--- src/rgbhsv_pkg.sv ---
`default_nettype none
// ---------------------------------------------------------------------------
// rgbhsv_pkg
// Shared widths and constants for the RGB to HSV converter.
// ---------------------------------------------------------------------------
package rgbhsv_pkg;
  localparam int ChanBits = 16;
  localparam int HueBits  = 9;
  localparam int SatBits  = 8;
  localparam int DivSteps = 4;             // quotient bits per divide stage
  localparam logic [15:0] TolReset = 16'd10;

  typedef logic [ChanBits-1:0] chan_t;

  typedef struct packed {
    chan_t red_level;
    chan_t green_level;
    chan_t blue_level;
  } rgb_t;

  typedef struct packed {
    logic [HueBits-1:0] hue_degrees;
    logic [SatBits-1:0] saturation;
    chan_t              brightness;
    logic               achromatic;
  } hsv_t;

  // sector of the maximum channel
  typedef enum logic [1:0] {
    SEC_RED   = 2'd0,
    SEC_GREEN = 2'd1,
    SEC_BLUE  = 2'd2
  } sector_e;
endpackage
`default_nettype wire

--- src/rgbhsv_divstage.sv ---
`default_nettype none
// ---------------------------------------------------------------------------
// rgbhsv_divstage
// DivSteps restoring division steps on two quotients, one dividing by spread and one by max.
// ---------------------------------------------------------------------------
module rgbhsv_divstage (
  input  logic [rgbhsv_pkg::ChanBits:0]   hrem_i,
  input  logic [15:0]                     hnum_i,
  input  logic [rgbhsv_pkg::ChanBits:0]   srem_i,
  input  logic [23:0]                     snum_i,
  input  logic [rgbhsv_pkg::ChanBits-1:0] spread_i,
  input  logic [rgbhsv_pkg::ChanBits-1:0] mx_i,
  output logic [rgbhsv_pkg::ChanBits:0]   hrem_o,
  output logic [15:0]                     hnum_o,
  output logic [rgbhsv_pkg::ChanBits:0]   srem_o,
  output logic [23:0]                     snum_o
);
  import rgbhsv_pkg::*;

  // numerator shifts out at the top while quotient bits shift in at the bottom
  always_comb begin
    logic [ChanBits+1:0] ht, st;
    hrem_o = hrem_i;
    hnum_o = hnum_i;
    srem_o = srem_i;
    snum_o = snum_i;
    for (int i = 0; i < DivSteps; i++) begin
      ht = {hrem_o, hnum_o[15]};
      hnum_o = {hnum_o[14:0], 1'b0};
      if (ht >= {2'b0, spread_i}) begin
        ht = ht - {2'b0, spread_i};
        hnum_o[0] = 1'b1;
      end
      hrem_o = ht[ChanBits:0];
      st = {srem_o, snum_o[23]};
      snum_o = {snum_o[22:0], 1'b0};
      if (st >= {2'b0, mx_i}) begin
        st = st - {2'b0, mx_i};
        snum_o[0] = 1'b1;
      end
      srem_o = st[ChanBits:0];
    end
  end
endmodule
`default_nettype wire

--- config.mk ---
export PLATFORM = sky130hd
export DESIGN_NAME = rgbhsv_divstage
export DESIGN_NICKNAME = d
export VERILOG_FILES = /design/src/rgbhsv_pkg.sv /design/src/rgbhsv_divstage.sv
export SDC_FILE = /design/constraint.sdc
export NUM_CORES = 1
export LEC_CHECK = 0
export BUFFER_PORTS_ARGS = -buffer_cell sky130_fd_sc_hd__buf_2
export CORE_MARGIN = 2
export CORE_UTILIZATION = 55
export DETAILED_ROUTE_END_ITERATION = 10
export PLACE_DENSITY = 0.77
export SLEW_MARGIN = 40
export SYNTH_ARGS = -nofsm -noshare
export SYNTH_HDL_FRONTEND = slang
export SYNTH_SLANG_ARGS = --single-unit
--- constraint.sdc ---
create_clock -name vclk -period 19.25
set_input_delay 3.85 -clock vclk [all_inputs]
set_output_delay 3.85 -clock vclk [all_outputs]
set_load 0.01 [all_outputs]
==> summary.txt <==
=================================================================================
Number of filler instances in the final layout                               1412
Placed Instance Area                                                 0.00863 mm^2
Total track usage                                                           0.278
Horizontal extent of the die                                               126 um
Num sequential                                                                  0
Share of the yosys chip area belonging to registers                             0
Post-route DRC violation count                                                  0
Hold Slack                                                                7.70 ns
Start point of the worst min-delay path                                 hnum_i[8]
Critical Path Sink Type                                               output port
Cell area after synthesis                                            0.00815 mm^2
Setup repair after global routing missed its margin                         false
Run status                                                           finished clean
Portion of synthesized cell area occupied by the leading cell type          0.197
Area of all sequential standard cells                                      0 um^2
Critical Path Max Stage Delay                                             0.47 ns
Post-synth top area cell                                             sky130_fd_sc_hd__ha_1
Post-DP HPWL                                                              19.8 mm
# IOs                                                                         180
CLK BUF                                                                         0
Slew headroom                                                               0.482
Via count of the first global-routing pass                                   8188
Antenna violations before repair                                                1
Area overhead of the layout relative to synthesis                           6.16%
Most used standard cell by instance count after synthesis            sky130_fd_sc_hd__ha_1
Initial Utilization                                                         0.563
Fraction of final layout cells with drive strength greater than 1           0.168
Fin. max-slew vios                                                              0
Routed len/inst                                                           16.7 um
Max Freq                                                                 54.2 MHz
Max-cap violation count                                                         0
Hold Crit Class                                                         in -> out
Finished layout cell area                                            0.00865 mm^2
First-pass detailed-route iteration total                                       5
Number of placement rows                                                       44
Total Wirelength                                                          23.1 mm
Gpl congestion                                                              0.999
Global-route congestion overflow total                                          0
NumNets Final                                                                1445
Hold Path Depth                                                                 0
Synth Instances                                                              1133
Core Footprint                                                        0.0145 mm^2
Count of instances resized after the clock tree is built                        0
Multi-input logic area                                               0.00746 mm^2
Count of vias placed by the detailed router                                  8475
Sum Neg Setup Slack                                                          0 ns
Global-route wire length before repair                                    37.5 mm
CP Max Fanout                                                                  22
Period minus WS final                                                    18.44 ns
Detailed-route vias per instance                                             6.11
Die Footprint                                                         0.0158 mm^2
Top post-synthesis cells by count                                    128 x sky130_fd_sc_hd__ha_1, 105 x sky130_fd_sc_hd__a21oi_1, 89 x sky130_fd_sc_hd__inv_1
Total count of hold-check failures in the final report                          0
Highest-delay cell along the critical path                           sky130_fd_sc_hd__a211oi_4
ANT nets after route                                                            0
Number of distinct library cells after synthesis                               84
Yosys warning total                                                             0
Terminating pin of the worst hold path                                 hnum_o[12]
DR iter-0 viols                                                               484
Avg Synthesized Cell Area                                               7.19 um^2
Data arrival time at the worst-slack endpoint                            14.59 ns
Buffers inserted by post-CTS timing repair                                      0
Top area cells in the synthesized netlist                            sky130_fd_sc_hd__ha_1 20%, sky130_fd_sc_hd__a21oi_1 6.4%, sky130_fd_sc_hd__xnor2_1 6.3%
Crit-path most repeated cell                                         sky130_fd_sc_hd__a21oi_1
Post-route fraction of the period consumed by the critical path             0.958
Die outline height                                                         126 um
Count of hold buffers inserted by post-cts repair                               0
Startpoint type of the worst setup path                                 input pin
Worst-margin pin slew                                                    0.772 ns
Setup violation total in the final timing report                                0
Final core occ                                                              0.597
Synthesized netlist net count                                                1375
Setup CP Type                                                           in -> out
Port Buffers                                                                  116
Critical Path RT                                                         15.40 ns
Largest net degree at the start of global routing                              23
=================================================================================
-- kinds of logic after synthesis --
family                   after synthesis  synth area share
adder cells (fa/ha/maj)              136             0.216
XOR/XNOR                              92            0.0989
multiplexers                          77             0.110
AO/OA/AOI/OAI                        374             0.305
buffers and inverters                144            0.0863
AND/OR/NAND/NOR                      310             0.183
-- worst max-delay path, delay by kind of cell --
kind | cells | cell delay (ns)
muxes | 2 | 0.67
adders and majority gates | 4 | 1.45
and+or+nand+nor | 9 | 1.41
buffers and inverters | 7 | 1.56
AOI/OAI and AO/OA | 25 | 5.62
-- per-layer routing --
layer,up-vias,part of all wire,track usage
met3,71,0.045,0.00977
met2,298,0.52,0.549
li1,4286,-,-
met1,3820,0.40,0.311
met4,0,0.042,0.111
met5,-,0,0
-- cell type report --
| type | instances | area share |
|---|---|---|
| multi-input cells | 989 | 0.862 |
| repair buffers | 119 | 0.0697 |
| inverters | 93 | 0.0414 |
| well taps | 184 | 0.0266 |
| diodes | 1 | 0.000289 |
-- cells in the final DEF (no fill, tap or decap), types with 11 or more instances in the layout --
| master | synthesis | final |
|---|---|---|
| sky130_fd_sc_hd__nand3_1 | 25 | 25 |
| sky130_fd_sc_hd__mux2i_1 | 15 | 15 |
| sky130_fd_sc_hd__a21boi_0 | 11 | 11 |
| sky130_fd_sc_hd__buf_2 | 3 | 116 |
| sky130_fd_sc_hd__mux2_2 | 45 | 45 |
| sky130_fd_sc_hd__nand2_1 | 88 | 88 |
| sky130_fd_sc_hd__nor2b_1 | 17 | 17 |
| sky130_fd_sc_hd__nand2b_1 | 16 | 16 |
| sky130_fd_sc_hd__a211oi_1 | 13 | 13 |
| sky130_fd_sc_hd__o21bai_1 | 11 | 11 |
| sky130_fd_sc_hd__inv_1 | 89 | 88 |
| sky130_fd_sc_hd__nor3_1 | 23 | 23 |
| sky130_fd_sc_hd__ha_1 | 128 | 128 |
| sky130_fd_sc_hd__nor2_1 | 78 | 78 |
| sky130_fd_sc_hd__a21oi_1 | 105 | 105 |
| sky130_fd_sc_hd__o31ai_1 | 11 | 11 |
| sky130_fd_sc_hd__nand4_1 | 17 | 17 |
| sky130_fd_sc_hd__xor2_1 | 33 | 33 |
| sky130_fd_sc_hd__xnor2_1 | 59 | 59 |
| sky130_fd_sc_hd__o21a_1 | 31 | 31 |
| sky130_fd_sc_hd__o21ai_0 | 65 | 63 |
| sky130_fd_sc_hd__a21o_1 | 38 | 38 |
-- through the flow --
step	std cells	worst slack, ns
finish	1386	0.814
global route	1385	0.0278
CTS	1385	0.453
detailed placement	1385	0.473
global placement	1385	1.03
floorplan	1133	1.98
-- worst max path at each step --
stage / start / endpoint / slack (ns) / cells after the start
after CTS: mx_i[1] / srem_o[3] / 0.45 / 46
after global placement: mx_i[1] / srem_o[1] / 1.03 / 46
after detailed placement: mx_i[1] / srem_o[1] / 0.47 / 46
final: mx_i[1] / srem_o[3] / 0.81 / 47
after global routing: mx_i[11] / srem_o[1] / 0.03 / 47
after floorplan: snum_i[23] / srem_o[10] / 1.98 / 51
Power is left out: the tool's default activity adds up to more than one toggle a clock period on the data nets, which glitch-free logic cannot reach.
